`src/hdl/trma_pkg.sv`:
```
// Shared constants, register codes and types for the timer reload and ms accumulator.
`default_nettype none
package trma_pkg;

  // Default configuration of the base clock and the request limits.
  localparam int BASE_CLOCK_HZ_DEF        = 1193182;
  localparam int LOW_FREQUENCY_LIMIT_DEF  = 18;
  localparam int HIGH_FREQUENCY_LIMIT_DEF = 65535;

  // Field widths fixed by the interface.
  localparam int FREQ_W   = 16;
  localparam int DIV_W    = 17;
  localparam int ACT_W    = 21;
  localparam int PMS_W    = 6;
  localparam int WORD_W   = 32;

  // Fixed-point period arithmetic: divisor * MS_FACTOR >> MS_SHIFT is 32.32 ms.
  localparam logic [DIV_W-1:0]  MAX_DIVISOR = 17'h10000;
  localparam logic [WORD_W-1:0] MS_FACTOR   = 32'hDBB3A062;
  localparam int                MS_SHIFT    = 10;
  localparam int                PROD_W      = DIV_W + WORD_W;

  // Configuration register index (byte address bit 2).
  typedef enum logic {
    REG_REQUESTED_FREQUENCY = 1'b0
  } reg_index_t;

  // Request to the shared rounding divider.
  typedef struct packed {
    logic             start;
    logic [DIV_W-1:0] divisor;
  } div_req_t;

endpackage
`default_nettype wire

```
`src/hdl/trma_div.sv`:
```
// Shared bit-serial rounding divider: constant numerator over a 17-bit divisor.
`default_nettype none
module trma_div #(
  parameter int NUM = trma_pkg::BASE_CLOCK_HZ_DEF
) (
  input  wire logic                       clk,
  input  wire logic                       rst,
  input  wire trma_pkg::div_req_t         req,
  output logic                            busy,
  output logic                            done,
  output logic [$clog2(NUM + 1):0]        quotient
);
  import trma_pkg::*;

  localparam int NUM_W = $clog2(NUM + 1);
  localparam int QW    = NUM_W + 1;
  localparam int CNT_W = $clog2(NUM_W + 1);
  localparam logic [NUM_W-1:0] NUM_BITS  = NUM_W'(NUM);
  localparam logic [CNT_W-1:0] CNT_START = CNT_W'(NUM_W);
  localparam logic [CNT_W-1:0] CNT_LAST  = CNT_W'(1);

  logic [CNT_W-1:0] cnt;
  logic [NUM_W-1:0] num_sh;
  logic [NUM_W-1:0] quo;
  logic [DIV_W-1:0] rem;
  logic [DIV_W-1:0] dvs;
  logic [DIV_W:0]   trial;
  logic [DIV_W:0]   diff;
  logic             fits;
  logic             round_up;

  // One quotient bit per cycle, restoring form.
  assign trial = {rem, num_sh[NUM_W-1]};
  assign diff  = trial - {1'b0, dvs};
  assign fits  = trial >= {1'b0, dvs};

  always_ff @(posedge clk) begin
    if (rst) begin
      busy <= 1'b0;
      done <= 1'b0;
    end else begin
      done <= 1'b0;
      if (req.start && !busy) begin
        busy <= 1'b1;
      end else if (busy && cnt == CNT_LAST) begin
        busy <= 1'b0;
        done <= 1'b1;
      end
    end
  end

  always_ff @(posedge clk) begin
    if (req.start && !busy) begin
      cnt    <= CNT_START;
      num_sh <= NUM_BITS;
      quo    <= '0;
      rem    <= '0;
      dvs    <= req.divisor;
    end else if (busy) begin
      cnt    <= cnt - CNT_LAST;
      num_sh <= num_sh << 1;
      if (fits) begin
        rem <= diff[DIV_W-1:0];
        quo <= {quo[NUM_W-2:0], 1'b1};
      end else begin
        rem <= trial[DIV_W-1:0];
        quo <= {quo[NUM_W-2:0], 1'b0};
      end
    end
  end

  // Round up when the remainder reaches the integer half of the divisor.
  assign round_up = rem >= (dvs >> 1);
  assign quotient = QW'(quo) + QW'(round_up);

`ifndef SYNTHESIS
  a_done_idle: assert property (@(posedge clk) disable iff (rst) done |-> !busy)
    else $error("divider done while still busy");
  a_start_busy: assert property (@(posedge clk) disable iff (rst)
    (req.start && !busy) |=> busy)
    else $error("divider did not start");
  a_last_done: assert property (@(posedge clk) disable iff (rst)
    (busy && cnt == CNT_LAST) |=> done)
    else $error("divider missed its done pulse");
`endif

endmodule
`default_nettype wire

```
`src/hdl/timer_reload_and_ms_accumulator.sv`:
```
// Top level: timer reload divisor, actual rate, period and elapsed-time accumulator.
`default_nettype none
// The block turns the requested interrupt rate in requested_frequency into a
// reload divisor of BASE_CLOCK_HZ, rounded up when the remainder reaches the
// integer half of the divisor (rounded down), clamped to 65536 for requests at or
// below LOW_FREQUENCY_LIMIT and forced to 1 at or above HIGH_FREQUENCY_LIMIT.
// It then derives the rounded actual rate and the 32.32 milliseconds per
// period (divisor times 0xDBB3A062, shifted right by 10). Every slave
// transaction carries one tick bit; a set bit adds the period to the 32.32
// elapsed-time total, whose millisecond part wraps modulo 2^32. Each slave
// transaction yields exactly one master transaction with the totals after
// the update and the derived timer values. Both divisions run through one
// shared divider that retires one quotient bit per cycle; the first is
// followed by a hand-over state, and a multiply step and an accumulate
// step come after the second. A request that hits either clamp skips the
// first division. Only once the sequencer is back in idle is the next slave
// transaction taken, so a new item waits until the last one is through.
// A finished result sits in an output register, so the next slave
// transaction is taken while the previous result still waits; only when that
// result is still waiting at the accumulate step does the sequencer hold
// there. Write the configuration register only while no item is in flight.
module timer_reload_and_ms_accumulator #(
  parameter int BASE_CLOCK_HZ        = trma_pkg::BASE_CLOCK_HZ_DEF,
  parameter int LOW_FREQUENCY_LIMIT  = trma_pkg::LOW_FREQUENCY_LIMIT_DEF,
  parameter int HIGH_FREQUENCY_LIMIT = trma_pkg::HIGH_FREQUENCY_LIMIT_DEF
) (
  input  wire logic         clk,
  input  wire logic         rst,
  // Slave stream.
  input  wire logic         s_tvalid,
  output logic              s_tready,
  input  wire logic [7:0]   s_tdata,   // [0] tick, [7:1] zero
  // Master stream.
  output logic              m_tvalid,
  input  wire logic         m_tready,
  output logic [143:0]      m_tdata,   // [31:0] elapsed_ms, [63:32] elapsed_fraction,
                                       // [80:64] reload_divisor, [101:81] actual_frequency,
                                       // [107:102] period_ms, [139:108] period_fraction,
                                       // [143:140] zero
  // Configuration port.
  input  wire logic         psel,
  input  wire logic         penable,
  input  wire logic         pwrite,
  input  wire logic [2:0]   paddr,
  input  wire logic [31:0]  pwdata,
  output logic [31:0]       prdata,
  output logic              pready
);
  import trma_pkg::*;

  localparam int NUM_W = $clog2(BASE_CLOCK_HZ + 1);
  localparam int QW    = NUM_W + 1;
  localparam logic [FREQ_W-1:0] LOW_LIM  = FREQ_W'(LOW_FREQUENCY_LIMIT);
  localparam logic [FREQ_W-1:0] HIGH_LIM = FREQ_W'(HIGH_FREQUENCY_LIMIT);
  localparam logic [DIV_W-1:0]  ONE_DIV  = DIV_W'(1);

  // Sequencer states.
  typedef enum logic [5:0] {
    ST_IDLE    = 6'b000001,
    ST_DIV_F   = 6'b000010,
    ST_START_D = 6'b000100,
    ST_DIV_D   = 6'b001000,
    ST_MUL     = 6'b010000,
    ST_ACC     = 6'b100000
  } state_t;

  state_t state;

  // Configuration.
  logic [FREQ_W-1:0] requested_frequency;
  reg_index_t        reg_sel;

  // Work registers.
  logic              tick;
  logic [DIV_W-1:0]  divisor;
  logic [ACT_W-1:0]  actual;
  logic [PMS_W-1:0]  p_ms;
  logic [WORD_W-1:0] p_frac;

  // Elapsed-time totals.
  logic [WORD_W-1:0] ms_total;
  logic [WORD_W-1:0] fraction_total;

  // Output register.
  logic [WORD_W-1:0] out_ms;
  logic [WORD_W-1:0] out_frac;
  logic [DIV_W-1:0]  out_divisor;
  logic [ACT_W-1:0]  out_actual;
  logic [PMS_W-1:0]  out_p_ms;
  logic [WORD_W-1:0] out_p_frac;

  // Shared divider.
  div_req_t          div_req;
  logic              div_busy;
  logic              div_done;
  logic [QW-1:0]     div_quo;

  logic              accept;
  logic              freq_low;
  logic              freq_high;
  logic [PROD_W-1:0] product;
  logic [WORD_W:0]   frac_sum;
  logic [WORD_W-1:0] ms_total_next;
  logic              out_free;

  // ---------------------------------------------------------------------
  // Configuration port. Writes complete in the access cycle; reads are
  // combinational from the register.
  // ---------------------------------------------------------------------
  assign pready  = 1'b1;
  assign reg_sel = reg_index_t'(paddr[2]);

  always_ff @(posedge clk) begin
    if (rst) begin
      requested_frequency <= '0;
    end else if (psel && penable && pwrite && pready) begin
      unique case (reg_sel)
        REG_REQUESTED_FREQUENCY: requested_frequency <= pwdata[FREQ_W-1:0];
        default: ;
      endcase
    end
  end

  always_comb begin
    unique case (reg_sel)
      REG_REQUESTED_FREQUENCY: prdata = 32'(requested_frequency);
      default:                 prdata = '0;
    endcase
  end

  // ---------------------------------------------------------------------
  // Request classification. The low clamp wins over the high one when the
  // limits overlap, and zero always counts as a low request.
  // ---------------------------------------------------------------------
  assign freq_low  = (requested_frequency <= LOW_LIM) || (requested_frequency == '0);
  assign freq_high = requested_frequency >= HIGH_LIM;

  assign s_tready = (state == ST_IDLE);
  assign accept   = s_tvalid && s_tready;

  // The divider first computes BASE / requested rate, then BASE / divisor.
  always_comb begin
    div_req.start   = 1'b0;
    div_req.divisor = divisor;
    if (state == ST_IDLE) begin
      div_req.start   = accept && !freq_low && !freq_high;
      div_req.divisor = DIV_W'(requested_frequency);
    end else if (state == ST_START_D) begin
      div_req.start   = 1'b1;
    end
  end

  trma_div #(
    .NUM (BASE_CLOCK_HZ)
  ) u_div (
    .clk      (clk),
    .rst      (rst),
    .req      (div_req),
    .busy     (div_busy),
    .done     (div_done),
    .quotient (div_quo)
  );

  // Period in 32.32 ms: the integer part never exceeds six bits.
  assign product = PROD_W'(divisor) * PROD_W'(MS_FACTOR);

  // Accumulate: fraction carry goes into the millisecond count.
  assign frac_sum      = {1'b0, fraction_total} + {1'b0, p_frac};
  assign ms_total_next = ms_total + WORD_W'(p_ms) + WORD_W'(frac_sum[WORD_W]);
  assign out_free      = !m_tvalid || m_tready;

  // ---------------------------------------------------------------------
  // Sequencer.
  // ---------------------------------------------------------------------
  always_ff @(posedge clk) begin
    if (rst) begin
      state <= ST_IDLE;
    end else begin
      unique case (state)
        ST_IDLE: begin
          if (accept) begin
            if (freq_low || freq_high) begin
              state <= ST_START_D;
            end else begin
              state <= ST_DIV_F;
            end
          end
        end
        ST_DIV_F: begin
          if (div_done) begin
            state <= ST_START_D;
          end
        end
        ST_START_D: state <= ST_DIV_D;
        ST_DIV_D: begin
          if (div_done) begin
            state <= ST_MUL;
          end
        end
        ST_MUL: state <= ST_ACC;
        ST_ACC: begin
          if (out_free) begin
            state <= ST_IDLE;
          end
        end
        default: state <= ST_IDLE;
      endcase
    end
  end

  // Work registers of the current item.
  always_ff @(posedge clk) begin
    if (accept) begin
      tick <= s_tdata[0];
      if (freq_low) begin
        divisor <= MAX_DIVISOR;
      end else if (freq_high) begin
        divisor <= ONE_DIV;
      end
    end
    if (state == ST_DIV_F && div_done) begin
      // Saturate the rounded quotient into 1 .. 65536.
      if (32'(div_quo) > 32'(MAX_DIVISOR)) begin
        divisor <= MAX_DIVISOR;
      end else if (div_quo == '0) begin
        divisor <= ONE_DIV;
      end else begin
        divisor <= DIV_W'(div_quo);
      end
    end
    if (state == ST_DIV_D && div_done) begin
      actual <= ACT_W'(div_quo);
    end
    if (state == ST_MUL) begin
      p_ms   <= product[MS_SHIFT+WORD_W+PMS_W-1:MS_SHIFT+WORD_W];
      p_frac <= product[MS_SHIFT+WORD_W-1:MS_SHIFT];
    end
  end

  // Totals and the output register. A new result replaces the one that is
  // leaving in the same cycle, so valid simply stays high then.
  always_ff @(posedge clk) begin
    if (rst) begin
      ms_total       <= '0;
      fraction_total <= '0;
      m_tvalid       <= 1'b0;
    end else begin
      if (state == ST_ACC && out_free) begin
        m_tvalid <= 1'b1;
        if (tick) begin
          ms_total       <= ms_total_next;
          fraction_total <= frac_sum[WORD_W-1:0];
        end
      end else if (m_tvalid && m_tready) begin
        m_tvalid <= 1'b0;
      end
    end
  end

  always_ff @(posedge clk) begin
    if (state == ST_ACC && out_free) begin
      out_ms      <= tick ? ms_total_next : ms_total;
      out_frac    <= tick ? frac_sum[WORD_W-1:0] : fraction_total;
      out_divisor <= divisor;
      out_actual  <= actual;
      out_p_ms    <= p_ms;
      out_p_frac  <= p_frac;
    end
  end

  assign m_tdata = {4'b0000, out_p_frac, out_p_ms, out_actual, out_divisor, out_frac, out_ms};

`ifndef SYNTHESIS
  a_done_in_wait: assert property (@(posedge clk) disable iff (rst)
    div_done |-> (state == ST_DIV_F || state == ST_DIV_D))
    else $error("divider result outside a wait state");
  a_divisor_range: assert property (@(posedge clk) disable iff (rst)
    (state == ST_MUL) |-> (divisor != '0 && divisor <= MAX_DIVISOR))
    else $error("reload divisor out of range");
  a_ready_idle_div: assert property (@(posedge clk) disable iff (rst)
    s_tready |-> !div_busy)
    else $error("ready while the divider is busy");
`endif

endmodule
`default_nettype wire
```
`config.mk`:
```
export PLATFORM = sky130hd
export DESIGN_NAME = timer_reload_and_ms_accumulator
export DESIGN_NICKNAME = d
export VERILOG_FILES = /design/src/hdl/trma_pkg.sv /design/src/hdl/trma_div.sv /design/src/hdl/timer_reload_and_ms_accumulator.sv
export SDC_FILE = /design/constraint.sdc
export NUM_CORES = 1
export LEC_CHECK = 0
export ABC_AREA = 1
export BUFFER_PORTS_ARGS = -buffer_cell sky130_fd_sc_hd__buf_2
export CAP_MARGIN = 10
export CORE_ASPECT_RATIO = 1.5
export CORE_MARGIN = 10
export CORE_UTILIZATION = 60
export CTS_CLUSTER_DIAMETER = 50
export DETAILED_ROUTE_END_ITERATION = 10
export PLACE_DENSITY_LB_ADDON = 0.15
export SKIP_CTS_REPAIR_TIMING = 1
export SYNTH_ARGS = -nofsm -noshare
export SYNTH_HDL_FRONTEND = slang
export SYNTH_HIERARCHICAL = 1
export SYNTH_SLANG_ARGS = --single-unit
```
`constraint.sdc`:
```
create_clock -name clk -period 7.04 [get_ports clk]
set_clock_uncertainty 0.05 [all_clocks]
set_input_delay 1.056 -clock clk [delete_from_list [all_inputs] [get_ports clk]]
set_output_delay 1.056 -clock clk [all_outputs]
set_load 0.005 [all_outputs]
```
== Word level (Yosys, flattened, before mapping) ==
Index checks and enable logic that the tools add are counted.

* Word-level logic and storage cells: 101
* Register bits after elaboration: 386
* Input bits: 50
* Output and inout bits: 179

* Add/subtract/negate cells: 6
* Bitwise operators: 1
* Magnitude comparators: 5
* Reduce and logical (&&, ||, !) cells: 28
* Eq/ne operators: 11
* Multiply operators: 1
* Multiplexer cells: 25

{| class="wikitable"
|+ Operators by type and width
! operator !! count
|-
| 17-bit two-way mux || 7
|-
| 32-bit two-way mux || 2
|-
| 17-bit by 31-bit multiplier with 47-bit output, second input constant || 1
|-
| 6-bit case mux with 6 select lines || 1
|-
| 32-bit by 32-bit adder with 33-bit output || 1
|-
| 32-bit by 1-bit adder with 32-bit output || 1
|-
| 32-bit by 6-bit adder with 32-bit output || 1
|-
| 16-bit two-way mux || 2
|-
| 6-bit two-way mux || 4
|-
| 21-bit by 1-bit adder with 22-bit output || 1
|-
| 22-bit by 17-bit greater-than comparator with 1-bit output, second input constant || 1
|-
| 22-bit logical NOT || 1
|-
| 18-bit by 17-bit greater-or-equal comparator with 1-bit output || 1
|-
| 17-bit by 16-bit greater-or-equal comparator with 1-bit output || 1
|-
| 17-bit subtractor || 1
|-
| 16-bit greater-or-equal comparator, second input constant || 1
|-
| 16-bit by 5-bit less-or-equal comparator with 1-bit output, second input constant || 1
|-
| 16-bit logical NOT || 1
|-
| 1-bit logical AND || 11
|-
| 1-bit two-way mux || 8
|-
| 6-bit by 1-bit equality test with 1-bit output, second input constant || 1
|-
| 6-bit by 2-bit equality test with 1-bit output, second input constant || 1
|-
| 6-bit by 3-bit equality test with 1-bit output, second input constant || 1
|-
| 6-bit by 4-bit equality test with 1-bit output, second input constant || 1
|-
| other kinds (15) || 25
|}

== Longest topological paths before layout ==
* Depth after elaboration: 8
* Depth in mapped cells: 30
* Mapped depth without buffers: 29

== By module ==
The synthesis kept the hierarchy.

{| class="wikitable"
|+ By module, submodules not included
! module !! seq. area each (um2) !! instances !! area each (um2) !! cells an instance
|-
| timer_reload_and_ms_accumulator || 8,257.9 || 1 || 23,271.1 || 2,715
|-
| trma_div || 1,811.7 || 1 || 4,439.3 || 607
|}

== Worst setup path before layout ==
No wires, ideal clock.

* Path kind: reg-to-reg
* Start: reg divisor[9]
* End: reg p_ms[1], data pin
* Library setup time: 0.252 ns
* Setup slack: 1.681 ns
* Path buffers: 0
* Clock period less this slack: 5.359 ns
* Required time: 6.738 ns
* Data arrival time: 5.056 ns
* Stages on the path, launching flop included: 22
* Cells stage by stage: edfxtp_1 inv_1 ha_1 inv_1 fa_1 inv_1 fa_1 inv_1 fa_1 inv_1 fa_1 fa_1 inv_1 ha_1 a21oi_1 o21ai_0 a21oi_1 o21ai_0 a21oi_1 nand2_1 nand2_1 nand2_1

* Word-level cells in the longest chain between the ends: 1

{| class="wikitable"
|+ Ends and longest elaborated chain
! item !! RTL line !! source
|-
| start, declared || timer_reload_and_ms_accumulator.sv:75 || <nowiki>logic [DIV_W-1:0] divisor;</nowiki>
|-
| start signal, assigned || timer_reload_and_ms_accumulator.sv:228 || <nowiki>divisor <= DIV_W'(div_quo);</nowiki>
|-
| 17-bit by 31-bit multiplier with 47-bit output || timer_reload_and_ms_accumulator.sv:165 || <nowiki>assign product = PROD_W'(divisor) * PROD_W'(MS_FACTOR);</nowiki>
|-
| via product[43] || timer_reload_and_ms_accumulator.sv:101 || <nowiki>logic [PROD_W-1:0] product;</nowiki>
|-
| end signal, assigned || timer_reload_and_ms_accumulator.sv:235 || <nowiki>p_ms <= product[MS_SHIFT+WORD_W+PMS_W-1:MS_SHIFT+WORD_W];</nowiki>
|-
| end, declared || timer_reload_and_ms_accumulator.sv:77 || <nowiki>logic [PMS_W-1:0] p_ms;</nowiki>
|}

The timed path passes the listed nets, and every way through them passes these cells.
A chain may end at the register's enable or synchronous reset.

== Final worst setup path ==
* Start: reg divisor[13]
* End: reg p_ms[4], data pin

The elaborated chain is that of the path after synthesis.

==> results.ini <==
[setup_path]
path_buf_inv = 6
crit_chain = ha_1 > inv_1 > fa_1 > inv_1 > fa_1 > inv_1 > fa_1 > inv_1 > fa_1 > inv_1 > fa_1 > inv_1 > ha_1 > nand2_1 > nor2_1 > nand2_1 > nor2_1 > nand4_1 > nand4_1 > nand2_1
slowest_delay_ns = 0.81
start_kind = register
arrival_ns = 6.55
crit_top_cell = inv_1
path_max_fanout = 9
end_kind = register
path_class = reg -> reg
cpMaxStageDelayCell = edfxtp_1
worstPathRequired_ns = 7.31
cp_top_family = adder cells

[route]
dr.pass1.iters = 7
drt_first_iter_violations = 1624
routed_wl_mm = 76.9
postRouteAntennaNets = 0
wire_per_inst_um = 18.6
via_per_inst = 5.38
drc = 0
num_vias = 22188

[global_routing]
grt_max_degree = 164
grt.total_usage = 0.273
grt_remaining_overflow = 0
grt_pass1_vias = 22520
grt_pass1_wl_mm = 121
grt_antenna_before_repair = 1

[clocking]
cts_made_buffers = 39
clkTransAtPathRegs_ns = 0.07
clock_sinks = 386
insertion_delay_ns = 0.57
cts_tree = done
htreeDepth = 2
clk_path_buf_depth = 3
root_buffer = clkbuf_16

[synth]
async_reset_ff_frac = 0
ys_ff_latch = 386
synth_xor_area_frac = 0.0265
synthAdderAreaFrac = 0.230
synthCells = 3322
synth_edf_count = 234
synthesis.area_sq_um = 27700
synth_most_common_cell = nand2_1
yosysUniqueCellTypes = 51
synth-simple-area-share = 0.197
synth_compound_area_frac = 0.0764
synth_top_family_by_area = adder cells
yosys.area.top_type = edfxtp_1
ys_warn_count = 6
synth_mux_area_frac = 0
avgSynthCellArea_sq_um = 8.34
ys.flop_type = edfxtp_1
yosys-top-cells-count = nand2_1 (739), inv_1 (668), nor2_1 (287)
yosysTopAreaCellShare = 0.254
synth_area_leaders = edfxtp_1 (25%), fa_1 (13%), dfxtp_1 (11%)
ys_seq_area_frac = 0.363

[timing]
max_clock_freq_mhz = 159
rsz0062_at_grt = false
report.final.slew_viol_count = 0
finalHoldViolations = 0
slew_headroom = 0.179
finalSetupViolCount = 0
tns_ns = 0
finalCritPeriodShare = 0.891
period_minus_slack_ns = 6.27
tightest_slew_ns = 1.23

[layout]
final_nets = 3957
post_route_cells_drive_above_1_share = 0.0880
multi_input_area_sq_um = 14800
ff_latch_area_sq_um = 10100
syn2layout_area_growth_pct = 10.1
diodes = 0
fillers = 3864

[die]
rows = 96
core_area_sq_um = 45800
initial_utilization = 0.606
dieWidth_um = 195
die_y_um = 283
die_area_sq_um = 55400
ios = 229

[placement]
place_congestion = 1.00
portBuffers = 182
dpl.hpwl_mm = 62.2

[run]
drv_cap = 0

[min_path]
hp-class = reg -> reg

[outcome]
status = completed

[through the flow]
step / setup WS (ns) / cells / instance area, sq um / utilization / hold WS [ns]
2_1_floorplan: 1.68 / 3341 / 27800 / - / 0.350
3_3_place_gp: 0.908 / 4049 / 29200 / 0.637 / 0.351
3_5_place_dp: 0.855 / 4049 / 29200 / 0.637 / 0.357
4_1_cts: 0.834 / 4120 / 30500 / 0.666 / 0.371
5_1_grt: 0.528 / 4122 / 30500 / 0.667 / 0.373
6_report: 0.766 / 4122 / 30500 / 0.667 / 0.373
[routing by layer]
metal / part of all wire / track usage / vias up
li1: - / - / 10838
met1: 0.38 / 0.313 / 10456
met2: 0.52 / 0.498 / 729
met3: 0.053 / 0.0362 / 163
met4: 0.043 / 0.113 / 2
met5: 0.00017 / 0 / -
[state kept, by name, indices dropped and copies added, names as in the netlist, 20 cells and up]
register,cells
fraction_total,32
ms_total,32
out_frac,32
out_ms,32
out_p_frac,32
p_frac,32
actual,21
out_actual,21
u_div/quo,21
u_div/num_sh,20
[final cells by class]
type                            instances  share of cell area
Clock buffer                           50              0.0343
Inverter                              677              0.0833
Multi-Input combinational cell       2198               0.484
Timing Repair Buffer                  202              0.0358
Sequential cell                       386               0.330
Tap cell                              588              0.0241
Clock inverter                         21             0.00865
[logic make-up (layout without fill, tap and decap cells)]
| logic type | after synthesis | in the layout |
|---|---|---|
| fa+ha+maj | 403 | 403 |
| other cells | 2 | 21 |
| compound gates | 390 | 390 |
| buf+inv | 757 | 950 |
| xor+xnor | 84 | 84 |
| simple gates | 1300 | 1300 |
| flops | 386 | 386 |
[cell usage in the layout, fill, tap and decap left out, types with 34 or more instances in the layout]
cell type  instances
buf_2            182
nand4_1           40
nand2_1          739
dfxtp_1          151
a21oi_1          190
nand3_1          144
xor2_1            68
clkbuf_16         39
nor2_1           285
edfxtp_1         234
inv_1            668
nor3_1            34
ha_1             226
o21ai_0          119
fa_1             177
[path summary, 6_finish.rpt]
| path | startpoint | to | slack [ns] | cells after the start |
|---|---|---|---|---|
| max | divisor[13] | p_ms[4] | 0.77 | 20 |
| min | actual[3] | out_actual[3] | 0.37 | 0 |
| max reg2reg | divisor[13] | p_ms[4] | 0.77 | 20 |
| min reg2reg | actual[3] | out_actual[3] | 0.37 | 0 |
Power is not shown: default switching activity piles up to over one toggle a cycle in this logic, so the estimate is an artifact.
